<file path="config.mk">
export PLATFORM = sky130hd
export DESIGN_NAME = expression_token_scanner
export DESIGN_NICKNAME = d
export VERILOG_FILES = /design/src/sv/ets_pkg.sv /design/src/sv/ets_front.sv /design/src/sv/ets_queue.sv /design/src/sv/ets_back.sv /design/src/sv/expression_token_scanner.sv
export SDC_FILE = /design/constraint.sdc
export NUM_CORES = 1
export LEC_CHECK = 0
export ABC_AREA = 1
export BUFFER_PORTS_ARGS = -buffer_cell sky130_fd_sc_hd__buf_2
export CORE_UTILIZATION = 52
export CTS_CLUSTER_SIZE = 8
export DETAILED_ROUTE_END_ITERATION = 12
export PLACE_DENSITY = 0.69
export SETUP_SLACK_MARGIN = 0.2
export SYNTH_ARGS = -nofsm -noshare
export SYNTH_HDL_FRONTEND = slang
export SYNTH_SLANG_ARGS = --single-unit
</file>
<file path="constraint.sdc">
create_clock -name clk -period 11.8 [get_ports clk]
set_input_delay 0 -clock clk [delete_from_list [all_inputs] [get_ports clk]]
set_output_delay 0 -clock clk [all_outputs]
set_load 0.005 [all_outputs]
</file>
<file path="src/sv/ets_pkg.sv">
// shared types and constants of the expression token scanner
package ets_pkg;

	// bundles held in the queue between front and back
	localparam int ETS_QUEUE_DEPTH = 4;
	// most results one input beat can cause
	localparam int ETS_MAX_RESULTS = 4;
	localparam int ETS_RES_IDX_W = $clog2(ETS_MAX_RESULTS);

	// token kinds
	typedef enum logic [4:0] {
		KIND_END    = 5'd0,
		KIND_DEC    = 5'd1,
		KIND_BIN    = 5'd2,
		KIND_HEX    = 5'd3,
		KIND_LPAREN = 5'd4,
		KIND_RPAREN = 5'd5,
		KIND_PLUS   = 5'd6,
		KIND_MINUS  = 5'd7,
		KIND_MUL    = 5'd8,
		KIND_DIV    = 5'd9,
		KIND_NOT    = 5'd10,
		KIND_AND    = 5'd11,
		KIND_OR     = 5'd12,
		KIND_XOR    = 5'd13,
		KIND_LSL    = 5'd14,
		KIND_LSR    = 5'd15,
		KIND_ASR    = 5'd16,
		KIND_ERR    = 5'd17
	} kind_t;

	// input beat
	typedef struct packed {
		logic [7:0] char_byte;
		logic       byte_present;
		logic       input_last;
	} in_t;

	// output beat
	typedef struct packed {
		logic [4:0] token_kind;
		logic [7:0] text_byte;
		logic       text_valid;
		logic       token_end;
		logic       run_last;
	} result_t;

	// all results of one input beat, slots 0..last_idx in order
	typedef struct packed {
		logic [ETS_RES_IDX_W-1:0]          last_idx;
		result_t [ETS_MAX_RESULTS-1:0]     res;
	} bundle_t;

endpackage

</file>
<file path="src/sv/ets_front.sv">
// front end: takes characters, tracks the scan mode and builds result bundles
module ets_front (
	input  logic             clk,
	input  logic             arst_n,
	input  logic             in_valid,
	input  ets_pkg::in_t     in_data,
	output logic             in_stall,
	input  logic             q_full,
	output logic             push,
	output ets_pkg::bundle_t push_data
);
	import ets_pkg::*;

	typedef enum logic [2:0] {
		MODE_IDLE  = 3'd0,
		MODE_DEC   = 3'd1,
		MODE_BIN   = 3'd2,
		MODE_HEX   = 3'd3,
		MODE_ZERO  = 3'd4,
		MODE_LT    = 3'd5,
		MODE_GT    = 3'd6,
		MODE_DRAIN = 3'd7
	} mode_t;

	localparam logic [7:0] CH_TAB    = 8'h09;
	localparam logic [7:0] CH_SPACE  = 8'h20;
	localparam logic [7:0] CH_LPAREN = 8'h28;
	localparam logic [7:0] CH_RPAREN = 8'h29;
	localparam logic [7:0] CH_MUL    = 8'h2a;
	localparam logic [7:0] CH_PLUS   = 8'h2b;
	localparam logic [7:0] CH_MINUS  = 8'h2d;
	localparam logic [7:0] CH_DIV    = 8'h2f;
	localparam logic [7:0] CH_ZERO   = 8'h30;
	localparam logic [7:0] CH_ONE    = 8'h31;
	localparam logic [7:0] CH_NINE   = 8'h39;
	localparam logic [7:0] CH_LT     = 8'h3c;
	localparam logic [7:0] CH_GT     = 8'h3e;
	localparam logic [7:0] CH_UC_A   = 8'h41;
	localparam logic [7:0] CH_UC_F   = 8'h46;
	localparam logic [7:0] CH_XOR    = 8'h5e;
	localparam logic [7:0] CH_LC_A   = 8'h61;
	localparam logic [7:0] CH_LC_B   = 8'h62;
	localparam logic [7:0] CH_LC_F   = 8'h66;
	localparam logic [7:0] CH_LC_X   = 8'h78;
	localparam logic [7:0] CH_AND    = 8'h26;
	localparam logic [7:0] CH_OR     = 8'h7c;
	localparam logic [7:0] CH_NOT    = 8'h7e;

	localparam int CNT_W = $clog2(ETS_MAX_RESULTS + 1);

	typedef struct packed {
		mode_t                         mode;
		logic [CNT_W-1:0]              cnt;
		result_t [ETS_MAX_RESULTS-1:0] res;
	} work_t;

	mode_t mode_q;
	work_t step;

	function automatic logic is_dec(input logic [7:0] c);
		return (c >= CH_ZERO) && (c <= CH_NINE);
	endfunction

	function automatic logic is_hex(input logic [7:0] c);
		return is_dec(c) || ((c >= CH_LC_A) && (c <= CH_LC_F)) ||
			((c >= CH_UC_A) && (c <= CH_UC_F));
	endfunction

	// kind of a one-character operator, end kind when none
	function automatic kind_t single_kind(input logic [7:0] c);
		kind_t k;
		unique case (c)
			CH_LPAREN: k = KIND_LPAREN;
			CH_RPAREN: k = KIND_RPAREN;
			CH_PLUS:   k = KIND_PLUS;
			CH_MINUS:  k = KIND_MINUS;
			CH_MUL:    k = KIND_MUL;
			CH_DIV:    k = KIND_DIV;
			CH_NOT:    k = KIND_NOT;
			CH_AND:    k = KIND_AND;
			CH_OR:     k = KIND_OR;
			CH_XOR:    k = KIND_XOR;
			default:   k = KIND_END;
		endcase
		return k;
	endfunction

	function automatic kind_t lit_kind(input mode_t m);
		kind_t k;
		unique case (m)
			MODE_BIN: k = KIND_BIN;
			MODE_HEX: k = KIND_HEX;
			default:  k = KIND_DEC;
		endcase
		return k;
	endfunction

	// append one result
	function automatic work_t emit(input work_t w, input kind_t k, input logic [7:0] t,
			input logic v, input logic e);
		work_t r;
		r = w;
		r.res[r.cnt[ETS_RES_IDX_W-1:0]] = '{token_kind: k, text_byte: v ? t : 8'd0,
			text_valid: v, token_end: e, run_last: 1'b0};
		r.cnt = r.cnt + CNT_W'(1);
		return r;
	endfunction

	// first character of a new token
	function automatic work_t start_tok(input work_t w, input logic [7:0] c);
		work_t r;
		kind_t k;
		r = w;
		k = single_kind(c);
		if (c == CH_SPACE || c == CH_TAB) begin
			r.mode = MODE_IDLE;
		end else if (c == CH_ZERO) begin
			r.mode = MODE_ZERO;
		end else if (is_dec(c)) begin
			r = emit(r, KIND_DEC, c, 1'b1, 1'b0);
			r.mode = MODE_DEC;
		end else if (c == CH_LT) begin
			r.mode = MODE_LT;
		end else if (c == CH_GT) begin
			r.mode = MODE_GT;
		end else if (k != KIND_END) begin
			r = emit(r, k, c, 1'b1, 1'b1);
			r.mode = MODE_IDLE;
		end else begin
			r = emit(r, KIND_ERR, c, 1'b1, 1'b1);
			r.mode = MODE_DRAIN;
		end
		return r;
	endfunction

	// one character step plus end of expression
	always_comb begin
		logic  [7:0] c;
		logic        more;
		kind_t       lk;
		c = in_data.char_byte;
		step = '0;
		step.mode = mode_q;
		lk = lit_kind(mode_q);
		more = 1'b0;
		if (in_data.byte_present) begin
			unique case (mode_q)
				MODE_IDLE: step = start_tok(step, c);
				MODE_DEC, MODE_BIN, MODE_HEX: begin
					more = (mode_q == MODE_DEC) ? is_dec(c) :
						(mode_q == MODE_BIN) ? (c == CH_ZERO || c == CH_ONE) : is_hex(c);
					if (more) begin
						step = emit(step, lk, c, 1'b1, 1'b0);
					end else begin
						step = emit(step, lk, 8'd0, 1'b0, 1'b1);
						step = start_tok(step, c);
					end
				end
				MODE_ZERO: begin
					if (c == CH_LC_B) begin
						step.mode = MODE_BIN;
					end else if (c == CH_LC_X) begin
						step.mode = MODE_HEX;
					end else if (is_dec(c)) begin
						step = emit(step, KIND_DEC, CH_ZERO, 1'b1, 1'b0);
						step = emit(step, KIND_DEC, c, 1'b1, 1'b0);
						step.mode = MODE_DEC;
					end else begin
						step = emit(step, KIND_DEC, CH_ZERO, 1'b1, 1'b1);
						step = start_tok(step, c);
					end
				end
				MODE_LT: begin
					if (c == CH_LT) begin
						step = emit(step, KIND_LSL, CH_LT, 1'b1, 1'b0);
						step = emit(step, KIND_LSL, CH_LT, 1'b1, 1'b1);
						step.mode = MODE_IDLE;
					end else begin
						step = emit(step, KIND_ERR, CH_LT, 1'b1, 1'b1);
						step.mode = MODE_DRAIN;
					end
				end
				MODE_GT: begin
					if (c == CH_GT || c == CH_MINUS) begin
						step = emit(step, (c == CH_GT) ? KIND_LSR : KIND_ASR, CH_GT,
							1'b1, 1'b0);
						step = emit(step, (c == CH_GT) ? KIND_LSR : KIND_ASR, c,
							1'b1, 1'b1);
						step.mode = MODE_IDLE;
					end else begin
						step = emit(step, KIND_ERR, CH_GT, 1'b1, 1'b1);
						step.mode = MODE_DRAIN;
					end
				end
				MODE_DRAIN: step.mode = MODE_DRAIN;
				default: step.mode = mode_q;
			endcase
		end
		// end of expression flushes the open token
		if (in_data.input_last) begin
			unique case (step.mode)
				MODE_DEC, MODE_BIN, MODE_HEX:
					step = emit(step, lit_kind(step.mode), 8'd0, 1'b0, 1'b1);
				MODE_ZERO: step = emit(step, KIND_DEC, CH_ZERO, 1'b1, 1'b1);
				MODE_LT: begin
					step = emit(step, KIND_ERR, CH_LT, 1'b1, 1'b1);
					step.mode = MODE_DRAIN;
				end
				MODE_GT: begin
					step = emit(step, KIND_ERR, CH_GT, 1'b1, 1'b1);
					step.mode = MODE_DRAIN;
				end
				default: step.mode = step.mode;
			endcase
			if (step.mode != MODE_DRAIN) begin
				step = emit(step, KIND_END, 8'd0, 1'b0, 1'b1);
			end
			step.mode = MODE_IDLE;
		end
		// mark the final result of this beat
		if (step.cnt != '0) begin
			step.res[ETS_RES_IDX_W'(step.cnt - CNT_W'(1))].run_last = 1'b1;
		end
	end

	assign in_stall = q_full;
	assign push = in_valid && !q_full && (step.cnt != '0);
	assign push_data.res = step.res;
	assign push_data.last_idx = ETS_RES_IDX_W'(step.cnt - CNT_W'(1));

	// scan mode register
	always_ff @(posedge clk or negedge arst_n) begin
		if (!arst_n) begin
			mode_q <= MODE_IDLE;
		end else if (in_valid && !q_full) begin
			mode_q <= step.mode;
		end
	end

	// while draining, no beat produces a result; the last beat returns the mode to idle
	a_drain_silent: assert property (@(posedge clk) disable iff (!arst_n)
		(in_valid && !q_full && mode_q == MODE_DRAIN) |-> !push)
		else $error("result produced while draining after an error");

	a_last_to_idle: assert property (@(posedge clk) disable iff (!arst_n)
		(in_valid && !q_full && in_data.input_last) |=> (mode_q == MODE_IDLE))
		else $error("scan mode not idle after end of expression");

endmodule

</file>
<file path="src/sv/ets_queue.sv">
// short bundle queue between front and back ends
module ets_queue #(
	parameter int DEPTH = ets_pkg::ETS_QUEUE_DEPTH
) (
	input  logic             clk,
	input  logic             arst_n,
	input  logic             push,
	input  ets_pkg::bundle_t push_data,
	output logic             full,
	output logic             not_empty,
	input  logic             pop,
	output ets_pkg::bundle_t head
);
	import ets_pkg::*;

	localparam int PTR_W = (DEPTH > 1) ? $clog2(DEPTH) : 1;
	localparam int CNT_W = $clog2(DEPTH + 1);

	bundle_t            mem_q [DEPTH];
	logic [PTR_W-1:0]   wr_ptr_q;
	logic [PTR_W-1:0]   rd_ptr_q;
	logic [CNT_W-1:0]   count_q;

	assign full = (count_q == CNT_W'(DEPTH));
	assign not_empty = (count_q != '0);
	assign head = mem_q[rd_ptr_q];

	// storage, written only on push
	always_ff @(posedge clk) begin
		if (push) begin
			mem_q[wr_ptr_q] <= push_data;
		end
	end

	// pointers and fill count
	always_ff @(posedge clk or negedge arst_n) begin
		if (!arst_n) begin
			wr_ptr_q <= '0;
			rd_ptr_q <= '0;
			count_q <= '0;
		end else begin
			if (push) begin
				wr_ptr_q <= (wr_ptr_q == PTR_W'(DEPTH - 1)) ? '0 : wr_ptr_q + PTR_W'(1);
			end
			if (pop) begin
				rd_ptr_q <= (rd_ptr_q == PTR_W'(DEPTH - 1)) ? '0 : rd_ptr_q + PTR_W'(1);
			end
			if (push && !pop) begin
				count_q <= count_q + CNT_W'(1);
			end else if (pop && !push) begin
				count_q <= count_q - CNT_W'(1);
			end
		end
	end

	a_no_overflow: assert property (@(posedge clk) disable iff (!arst_n)
		full |-> !push)
		else $error("push into full queue");

	a_no_underflow: assert property (@(posedge clk) disable iff (!arst_n)
		!not_empty |-> !pop)
		else $error("pop from empty queue");

endmodule

</file>
<file path="src/sv/ets_back.sv">
// back end: plays out the results of the head bundle one beat at a time
module ets_back (
	input  logic             clk,
	input  logic             arst_n,
	input  logic             not_empty,
	input  ets_pkg::bundle_t head,
	output logic             pop,
	output logic             out_valid,
	output ets_pkg::result_t out_data,
	input  logic             out_stall
);
	import ets_pkg::*;

	logic [ETS_RES_IDX_W-1:0] idx_q;
	logic                     take;

	assign out_valid = not_empty;
	assign out_data = head.res[idx_q];
	assign take = out_valid && !out_stall;
	assign pop = take && (idx_q == head.last_idx);

	// slot index within the head bundle
	always_ff @(posedge clk or negedge arst_n) begin
		if (!arst_n) begin
			idx_q <= '0;
		end else if (pop) begin
			idx_q <= '0;
		end else if (take) begin
			idx_q <= idx_q + ETS_RES_IDX_W'(1);
		end
	end

	a_idx_in_bundle: assert property (@(posedge clk) disable iff (!arst_n)
		out_valid |-> (idx_q <= head.last_idx))
		else $error("slot index past end of bundle");

endmodule

</file>
<file path="src/sv/expression_token_scanner.sv">
// Expression token scanner: a character per input beat in, token result beats out.
// A character's results go into the queue as a registered bundle, offered from its head.
// One character per cycle while each causes at most one result and output is unstalled;
// more results hold the output side as they play out, and the QDEPTH-bundle queue
// absorbs the difference. Reset: scan mode idle, queue empty, no result offered.
module expression_token_scanner #(
	parameter int QDEPTH = ets_pkg::ETS_QUEUE_DEPTH
) (
	input  logic             clk,
	input  logic             arst_n,
	input  logic             in_valid,
	input  ets_pkg::in_t     in_data,
	output logic             in_stall,
	output logic             out_valid,
	output ets_pkg::result_t out_data,
	input  logic             out_stall
);
	import ets_pkg::*;

	logic    q_full;
	logic    q_not_empty;
	logic    push;
	logic    pop;
	bundle_t push_data;
	bundle_t head;

	// classify characters into bundles
	ets_front u_front (
		.clk       (clk),
		.arst_n    (arst_n),
		.in_valid  (in_valid),
		.in_data   (in_data),
		.in_stall  (in_stall),
		.q_full    (q_full),
		.push      (push),
		.push_data (push_data)
	);

	// decoupling queue
	ets_queue #(
		.DEPTH (QDEPTH)
	) u_queue (
		.clk       (clk),
		.arst_n    (arst_n),
		.push      (push),
		.push_data (push_data),
		.full      (q_full),
		.not_empty (q_not_empty),
		.pop       (pop),
		.head      (head)
	);

	// result playout
	ets_back u_back (
		.clk       (clk),
		.arst_n    (arst_n),
		.not_empty (q_not_empty),
		.head      (head),
		.pop       (pop),
		.out_valid (out_valid),
		.out_data  (out_data),
		.out_stall (out_stall)
	);

endmodule

</file>
**Word level (Yosys, flattened, before mapping)**

Memories as Yosys holds them, arrays and structs flattened.
Cells that the tools add are included.

- Memories: 1
- Output and inout port bits: 18
- Bits in writable memories: 264
- Register bits: 12
- Input bits: 14
- Logic and storage cells: 190

Memory list:

| memory | words | bits a word | read ports | clocked after Yosys merged registers in | wr ports | RTL line | text |
|---|---|---|---|---|---|---|---|
| u_queue.mem_q | 4 | 66 | 1 | 0 | 1 | ets_queue.sv:19 | `bundle_t mem_q [DEPTH];` |

- $lt $le $gt $ge: 13
- Eq/ne operators: 36
- Mux-type cells: 83
- Reduce and logical (&&, ||, !) cells: 32
- Add/subtract/negate cells: 8
- Bitwise operators: 12

Operator list:

| operator | number |
|---|---|
| 2-to-1 mux 67 bit | 16 |
| 2-to-1 mux 70 bit | 11 |
| one-hot mux 67 bit (5 select lines) | 1 |
| one-hot mux 67 bit (4 select lines) | 1 |
| bitwise mux 64 bit | 2 |
| demux 16 bit (select 2 bit) | 3 |
| equality test 8 x 6 -> 1 bit, second input constant | 12 |
| 2-to-1 mux 5 bit | 13 |
| 2-to-1 mux 64 bit | 1 |
| bitwise AND 60 bit | 1 |
| NOT 60 bit | 1 |
| 2-to-1 mux 3 bit | 18 |
| 2-to-1 mux 16 bit | 3 |
| bitwise AND 44 bit | 1 |
| NOT 44 bit | 1 |
| equality test 8 x 7 -> 1 bit, second input constant | 5 |
| one-hot mux 4 bit (10 select lines) | 1 |
| bitwise OR 36 bit | 1 |
| bitwise AND 32 bit | 1 |
| binary-select mux 16 bit (select 2 bit) | 1 |
| NOT 32 bit | 1 |
| bitwise OR 32 bit | 1 |
| bitwise AND 28 bit | 1 |
| NOT 28 bit | 1 |
| other kinds (32) | 86 |

**Depth between registers and ports, before layout**

Gate-level depths: netlist of run 1.

- Depth after elaboration: 42
- Gate-level depth with buffers: 37
- Mapped depth without buffers: 36

**Modules after synthesis**

A second synthesis of run 1 with hierarchy kept.

- Cell total of the unflattened synthesis: 1483
- Area, all modules: 14367.5 µm²

Modules (own cells, without submodules):

| module | cells an instance | instances | area an instance (µm²) | seq. area each (µm²) |
|---|---|---|---|---|
| ets_queue | 822 | 1 | 10849.2 | 8102.8 |
| ets_front | 530 | 1 | 2846.5 | 75.1 |
| ets_back | 131 | 1 | 671.9 | 50.0 |

**Worst setup path before layout of run 1**

OpenSTA, ideal clock, no wires.

- Path kind: reg-to-reg
- From: register u_front.mode_q[1]
- To: memory u_queue.mem_q[0][0] (netlist name) (enable)
- Data arrival time: 5065 ps
- Required time: 11346 ps
- Path buffers: 1
- Period minus slack after synthesis: 5518 ps
- Setup time: 454 ps
- Cell stages (with the launch flop): 24
- Setup slack: 6282 ps
- Cells stage by stage: dfrtp_1 -> buf_2 -> nor2_1 -> inv_1 -> nor2_1 -> inv_1 -> nor2_1 -> inv_1 -> a21oi_1 -> nor2_1 -> nand2_1 -> inv_1 -> nand2_1 -> nand2_1 -> ha_1 -> nand2_1 -> nand2_1 -> ha_1 -> a21oi_1 -> a21oi_1 -> ha_1 -> nand2_2 -> nand2_2 -> nor2_1

- Longest elaborated chain between the ends: 17
- Elaborated cells on any way between the ends: 36
- Those cells by class: add/sub (2); eq/ne (14); mux (14); reduce/logical (6)

Ends and longest elaborated chain:

| element | RTL line | text |
|---|---|---|
| from (decl) | ets_front.sv:57 | `mode_t mode_q;` |
| from (signal assigned) | ets_front.sv:236 | `mode_q <= step.mode;` |
| equality test 3 x 2 -> 1 bit | ets_front.sv:147, ets_front.sv:151 |  |
| 2-to-1 mux 1 bit | ets_front.sv:151 | `(mode_q == MODE_BIN) ? (c == CH_ZERO \|\| c == CH_ONE) : is_hex(c);` |
| 2-to-1 mux 1 bit | ets_front.sv:150 | `more = (mode_q == MODE_DEC) ? is_dec(c) :` |
| 2-to-1 mux 70 bit | ets_front.sv:152 | `if (more) begin` |
| one-hot mux 3 bit (6 select lines) | ets_front.sv:147 | `unique case (mode_q)` |
| 2-to-1 mux 70 bit * | ets_front.sv:146 | `if (in_data.byte_present) begin` |
| parallel branches: the longest is 6 deep, another holds adder 3 x 1 -> 3 bit | -- |  |
| 2-to-1 mux 70 bit * | ets_front.sv:200 | `if (in_data.input_last) begin` |
| nonzero test 3 bit * | ets_front.sv:227 | `assign push = in_valid && !q_full && (step.cnt != '0);` |
| logical AND 1 bit * | ets_front.sv:227 |  |
| 2-to-1 mux 1 bit * | ets_queue.sv:30 | `if (push) begin` |
| 2-to-1 mux 1 bit (implied by the code) * | ets_queue.sv:31 | `mem_q[wr_ptr_q] <= push_data;` |
| to (decl) | ets_queue.sv:19 |  |

Every way passes the cells marked *. The select of a mux whose other input is x is not followed.

**Final worst setup path of run 1**

- From: register u_front.mode_q[1]
- To: memory u_queue.mem_q[1][5] (netlist name) (enable)

The elaborated chain is that of the path after synthesis.

==> results.txt, run 1 <==
Antenna cells - 0
Cell area after placement - 0.0107 sq mm
Cell Chain, Critical Path - nor2_1 > inv_1 > nor2_1 > inv_1 > nor2_1 > inv_1 > a21oi_1 > nor2_1 > nand2_1 > inv_1 > nand2_1 > nand2_1 > ha_1 > nand2_1 > nand2_1 > ha_1 > a21oi_1 > a21oi_1 > ha_1 > nand2_2 > nand2_2 > nor2_4 > buf_4
Fin area - 0.0115 sq mm
Final nets - 1117
Flop pwr share - 34.3%
Leak - 4.45 nW
Die Width - 142 um
Max VDD drop - 0.142 mV
Die area - 0.0203 sq mm
Least-Margin Pin Slew - 1.04 ns
Clock power share - 22.2%
# resized after CTS - 0
Row cnt - 51
Filler cell count - 1679
# Max-Cap Violations - 0
Global Route Usage Sum - 25.4%
CTS tree - done
R2R Setup Slk - 6.84 ns
Die height - 142 um
DR DRC count - 0
Critical path arrival - 5.11 ns
Final Cycle Share - 42.0%
H-tree depth - 1
Crit start category - flip-flop
Top FF cell, synth - edfxtp_1
Worst Hold Class - in2reg
Vias in the first global route - 7312
Post-DR wirelength/cell - 18.4 um
Post-route insts no fill - 1360
Slowest cell delay on critical path - 0.54 ns
Hold WS - 0.0106 ns
Gr ovfl total - 0
DR WL met3 - 1640 um
Layout cells sized above 1 - 12.5%
Worst-path fanout max - 37
Post-route met1 wirelength - 11200 um
Placer Congestion - 0.942
Worst slew margin - 30.5%
Vias per cell - 5.67
Max-slew violation count - 0
Final wirelength - 25100 um
Fin util - 59.4%
Pwr Density - 283 mW/mm^2
Post-synthesis instance area - 0.0103 sq mm
CP Class - reg2reg
Placed Instances - 1311
CTS buffer count - 29
Distinct cells, synth - 42
Metal2 WL - 11700 um
Crit path capture type - flip-flop
Vias - 7715
Antenna-violating nets left - 0
Fin crit period - 4.96 ns
Clk slew on worst S/H paths - 0.05 ns
CP max-delay cell - buf_4
Post-DP HPWL - 15500 um
Mapped Cells - 1051
Core area - 0.0194 sq mm
Placement Setup Slack - 6.95 ns
CTS max path bufs - 3
Net Sw Frac - 40.8%
Pint - 1.93 mW
Async SR Flop Fraction - 5.88%
FF/Latch Area - 0.00607 sq mm
First-pass GRT wire length - 39300 um
Clock Sinks - 204
Initial antenna violation count - 1
IO Count - 32
Effective utilization at floorplan - 52.9%
Power, Total - 3.26 mW
Most frequent CP cell - nand2_1
Final Skew - 0.0192 ns
PnR worst setup slack - 6.84 ns
Initial DRC count - 642
DR top layer - met5
CP Data Required Time - 11.95 ns
Number of enable flip-flop cells after synthesis - 192
Status - complete, no violations
Highest Clock Rate - 0.202 GHz
RSZ-0062 raised after global routing - no
Initial DRT Pass Iterations - 5
Syn nets - 1085
Yosys Warn Count - 0
Area of the multi-input gates - 0.00369 sq mm
Yosys reg bits - 204
Sequential area share after synthesis - 59.1%
Largest net degree at the start of global routing - 99
Root buf cell - clkbuf_16
Hold Vio Cnt, Final - 0
Total net switching power - 1.33 mW
Mean Syn Cell Area - 9.76 sq um
Comb power frac - 43.5%
Synth-to-Final Area Change - 12.2%
Endpoints failing setup - 0
Worst skew pair latency - 0.53 ns
IO Port Bufs - 31
Setup TNS - 0 ns
[metal layers]
metal  global-route usage, %  up-vias
li1                        -     3731
met1                    35.7     3663
met2                    40.8      271
met3                    3.23       48
met4                    8.32        2
met5                       0        -
[critical path, delay by kind of cell (launching register included)]
family	cells	cell delay [ns]
DFF	1	0.46
adders and majority gates	3	0.86
and+or+nand+nor	12	1.82
buffers and inverters	5	0.91
AOI/OAI and AO/OA	3	0.49
[sequential cells by signal, indices dropped and copies added (netlist names)]
register and count:
u_queue.count_q 3, u_front.mode_q 3, u_queue.rd_ptr_q 2, u_back.idx_q 2, u_queue.mem_q 192, u_queue.wr_ptr_q 2
[synthesized netlist by cell type, types with 12 or more instances]
master | instances | area (sq um)
dfrtp_1 | 12 | 300
nor2_1 | 188 | 706
o21ai_0 | 120 | 601
a21oi_1 | 25 | 125
edfxtp_1 | 192 | 5770
clkbuf_1 | 43 | 161
nand3_1 | 45 | 225
nand2_2 | 17 | 106
ha_1 | 19 | 238
nand2_1 | 158 | 593
o22ai_1 | 20 | 125
o221ai_1 | 25 | 219
inv_1 | 77 | 289
o211ai_1 | 14 | 105
o21ai_1 | 12 | 60.1
[cell families after synthesis]
logic type	synth area share [%]
fa+ha+maj	2.51
simple gates	19.5
flops	59.1
buf+inv	5.17
compound gates	13.3
xor+xnor	0.341
[path summary, 6_finish.rpt]
path	cells after the start	to	start
min reg2reg	2	u_queue.wr_ptr_q[1]	u_queue.wr_ptr_q[1]
max	23	u_queue.mem_q[1][5]	u_front.mode_q[1]
max in group asynchronous	3	u_queue.rd_ptr_q[0]	arst_n
min in group asynchronous	3	u_front.mode_q[2]	arst_n
max reg2reg	23	u_queue.mem_q[1][5]	u_front.mode_q[1]
min	3	u_queue.mem_q[0][19]	in_data[2]
[timing repair]
| item | in CTS | in global routing |
|---|---|---|
| buffers inserted | 0 | 0 |
| endpoints found under the setup margin | 0 | 0 |
| hold buffers | 6 | 0 |
| hold endpoints to repair | 32 | 0 |
[power by group through the flow]
stage / logic (mW) / clock network, mW / registers [mW]
2_1_floorplan: 0.985 / 0 / 1.13
3_3_place_gp: 1.39 / 0 / 1.13
3_5_place_dp: 1.41 / 0 / 1.13
4_1_cts: 1.42 / 0.730 / 1.12
5_1_grt: 1.58 / 0.763 / 1.13
6_report: 1.41 / 0.723 / 1.12
[final cells by class]
cell class,count,area share [%]
tap,265,2.88
inverter,92,3.00
timing repair buffer,47,2.52
clock buffer,41,6.69
multi-input combinational,709,32.1
sequential,204,52.7
clock inverter,2,0.120
[placed cells by master (no fill, tap or decap), drive strengths merged, types with 3 or more instances in the layout]
master         n
nor2         199
a21oi         27
buf           41
o211ai        14
dlygate4sd3    6
dfrtp         12
nand2        187
edfxtp       192
inv           89
ha            19
nor3           9
clkbuf        41
nand3         49
xor2           3
nand4          6
o221ai        25
o21ai        132
clkinv         5
a31oi          9
o22ai         20
Power figures use the tool's default switching activity.
==> run 2, diff against run 1 <==
- ABC_AREA: 1 -> 0
- PLACE_DENSITY: 0.69 -> 0.71
- clock period: 11.8 -> 4 ns (I/O delays scaled with it)
==> results.txt, run 2 <==
Effective utilization at floorplan - 53.9% (+0.97 points)
Most frequent cells in the layout - edfxtp_1 (192), buf_4 (135), nor2_1 (57)
Endpoints failing setup - 204 (+204)
Max FFs per register - 192 (unchanged)
Number of enable flip-flop cells after synthesis - 192 (unchanged)
Layout cells sized above 1 - 39.0% (+26 points)
Setup TNS - -70.67 ns (-70.67 ns)
Async SR Flop Fraction - 5.88% (unchanged)
Most common cell after layout, fill and taps aside - edfxtp_1
Antenna-violating nets left - 0 (unchanged)
First-pass GRT wire length - 40600 um (+3.3%)
Worst skew pair latency - 0.52 ns (about the same)
CP Class - reg2reg
PnR worst setup slack - -0.419 ns (-7.26 ns)
Max-slew violation count - 0 (unchanged)
RSZ-0062 raised after global routing - yes
Final wirelength - 27800 um (+11%)
Distinct cells, synth - 82 (+95%)
Biggest register - u_queue.mem_q
Vias in the first global route - 7307 (-0.068%)
H-tree depth - 1 (unchanged)
Die Width - 142 um (-0.24%)
Largest regs - u_queue.mem_q (192), u_front.mode_q (3), u_queue.count_q (3)
Top FF cell, synth - edfxtp_1
Crit path capture type - flip-flop
Top-count cell post-synth - edfxtp_1
Row cnt - 50 (-2.0%)
Post-DR wirelength/cell - 23.8 um (+29%)
Pwr Density - 847 mW/mm^2 (+200%)
Yosys top cell area share - 56.5% (+0.28 points)
Highest Clock Rate - 0.226 GHz (+12%)
Synth-to-Final Area Change - 29.5%
CP Data Required Time - 4.22 ns (-7.73 ns)
Mapped Cells - 719 (-32%)
Crit start category - flip-flop
Yosys reg bits - 204 (unchanged)
Final nets - 934 (-16%)
Max VDD drop - 0.460 mV (+220%)
Cell area after placement - 0.0117 sq mm (+9.4%)
Mean Syn Cell Area - 14.2 sq um (+45%)
Vias - 7345 (-4.8%)
Yosys Warn Count - 0 (unchanged)
Least-Margin Pin Slew - 0.711 ns (-0.331 ns)
Critical path arrival - 4.64 ns (-0.47 ns)
Vias per cell - 6.27 (+11%)
DR DRC count - 0 (unchanged)
IO Port Bufs - 31 (unchanged)
Antenna cells - 0 (unchanged)
Largest net degree at the start of global routing - 37 (-63%)
Initial DRT Pass Iterations - 5 (unchanged)
Root buf cell - clkbuf_16
Ranking of synthesized cells by area - edfxtp_1 (56%), mux4_2 (12%), dfrtp_1 (2.9%), ha_1 (2.3%), nor2_1 (2.1%)
Most frequent cells after synthesis - edfxtp_1 (192), nor2_1 (57), mux4_2 (53)
Synth area leader - edfxtp_1
Filler cell count - 1226 (-27%)
Worst Hold Class - in2reg
Gr ovfl total - 0 (unchanged)
Global Route Usage Sum - 26.6% (+1.3 points)
Hold Vio Cnt, Final - 0 (unchanged)
Final Cycle Share - 110% (+68 points)
Worst slew margin - 52.1% (+22 points)
Failing checks - negative setup slack
Placer Congestion - 0.926 (-1.7%)
IO Count - 32 (unchanged)
Sequential area share after synthesis - 59.4% (+0.29 points)
Die height - 142 um (-0.24%)
Final Skew - 0.0167 ns (-0.00248 ns)
CTS buffer count - 29 (unchanged)
Fin crit period - 4.42 ns (-0.539 ns)
Die area - 0.0202 sq mm (-0.48%)
Clock Sinks - 204 (unchanged)
Core area - 0.0190 sq mm (-2.3%)
CTS max path bufs - 3 (unchanged)
Fin area - 0.0132 sq mm (+15%)
# Max-Cap Violations - 0 (unchanged)
Syn nets - 753 (-31%)
Initial antenna violation count - 0 (-1)
Status - finished, violations left
Post-DP HPWL - 17000 um (+9.8%)
Post-synthesis instance area - 0.0102 sq mm (-0.49%)
CTS tree - done
Worst-path fanout max - 8 (-78%)
Leak - 4.82 nW (+8.3%)
Initial DRC count - 768 (+20%)
Clk slew on worst S/H paths - 0.06 ns (about the same)
run 2: cell types whose count changed after synthesis, sizes merged, moves of 16 or more:
cell / before / now
buf: 3 / 31
clkbuf: 43 / 19
inv: 88 / 17
mux4: 0 / 53
nand2: 187 / 47
nand3: 49 / 24
nor2: 199 / 57
o21ai: 132 / 36
o221ai: 25 / 4
o22ai: 20 / 4
run 2: logic make-up after synthesis:
| logic type | synth area share (%) |
|---|---|
| AO/OA/AOI/OAI | 10.2 |
| XOR/XNOR | 1.12 |
| adder cells (fa/ha/maj) | 2.74 |
| buffers and inverters | 3.03 |
| flip-flops | 59.4 |
| multiplexers | 13.5 |
| AND/OR/NAND/NOR | 9.95 |
run 2: timing repair:
action	4_1_cts	5_1_grt
gates cloned	2	9
pin swaps	13	10
hold buffers	3	0
endpoints found under the hold margin	14	0
buffers inserted	23	7
endpoints found under the setup margin	209	230
resized for setup	22	24
run 2: path summary, 6_finish.rpt:
check | cells past startpoint | startpoint | endpoint | slack (ns)
max reg2reg | 20 | u_front.mode_q[0] | u_queue.mem_q[3][32] | -0.42
min | 3 | in_data[9] | u_queue.mem_q[3][10] | 0.06
min reg2reg | 1 | u_queue.count_q[2] | u_queue.count_q[2] | 0.53
max in group asynchronous | 3 | arst_n | u_queue.rd_ptr_q[0] | 2.83
max | 20 | u_front.mode_q[0] | u_queue.mem_q[3][32] | -0.42
min in group asynchronous | 3 | arst_n | u_front.mode_q[0] | 0.64
run 2: per-layer routing:
| layer | routed length (um) | vias up | GRT usage (%) | part of all wire [%] |
|---|---|---|---|---|
| li1 | - | 3185 | - | - |
| met5 | 0 | - | 0 | 0 |
| met1 | 11100 | 3699 | 35.0 | 40 |
| met4 | 823 | 0 | 8.21 | 3.0 |
| met2 | 14000 | 389 | 46.2 | 50 |
| met3 | 1810 | 72 | 3.30 | 6.5 |
run 2: per-stage QoR:
stage          util (%)  hold WS, ns  instances  setup WS [ns]  total power [mW]
4_1_cts            67.7       0.0426       1155         -0.308              10.6
2_1_floorplan         -       -0.296        719         -0.254              6.36
6_report           69.8       0.0621       1171         -0.419              11.2
3_5_place_dp       61.6      -0.0772       1085         -0.299              8.04
5_1_grt            69.8       0.0637       1171         -0.531              11.7
3_3_place_gp       61.6      -0.0788       1085         -0.247              7.89
run 2: power by group:
part | leakage [nW] | switching (mW) | total, mW | internal [mW]
registers | 1.94 | 0.251 | 3.47 | 3.22
logic | 2.50 | 2.89 | 5.61 | 2.72
clock network | 0.379 | 0.802 | 2.12 | 1.32
total | 4.82 | 3.95 | 11.2 | 7.26
run 2: critical path: stages (launching register included):
cell and delay, ns:
dfrtp_1 0.40, buf_6 0.15, o2111ai_1 0.27, nand2_1 0.12, o21ai_0 0.46, buf_4 0.21, o2bb2a_4 0.16, nand3_4 0.06
and2_4 0.18, a21o_1 0.16, ha_1 0.23, nand3b_1 0.19, o21ai_2 0.12, a31oi_2 0.07, ha_2 0.25, o221ai_4 0.20
buf_4 0.15, buf_6 0.09, buf_6 0.10, and2_4 0.31, clkbuf_16 0.23
run 2: final cells by class:
| type | instances | area [sq um] | share of cell area, % |
|---|---|---|---|
| Sequential cell | 204 | 6070 | 45.9 |
| Multi-Input combinational cell | 448 | 4170 | 31.5 |
| Timing Repair Buffer | 200 | 1810 | 13.7 |
| Clock buffer | 41 | 781 | 5.90 |
| Tap cell | 260 | 325 | 2.46 |
| Inverter | 17 | 66.3 | 0.501 |
| Clock inverter | 1 | 3.75 | 0.0284 |
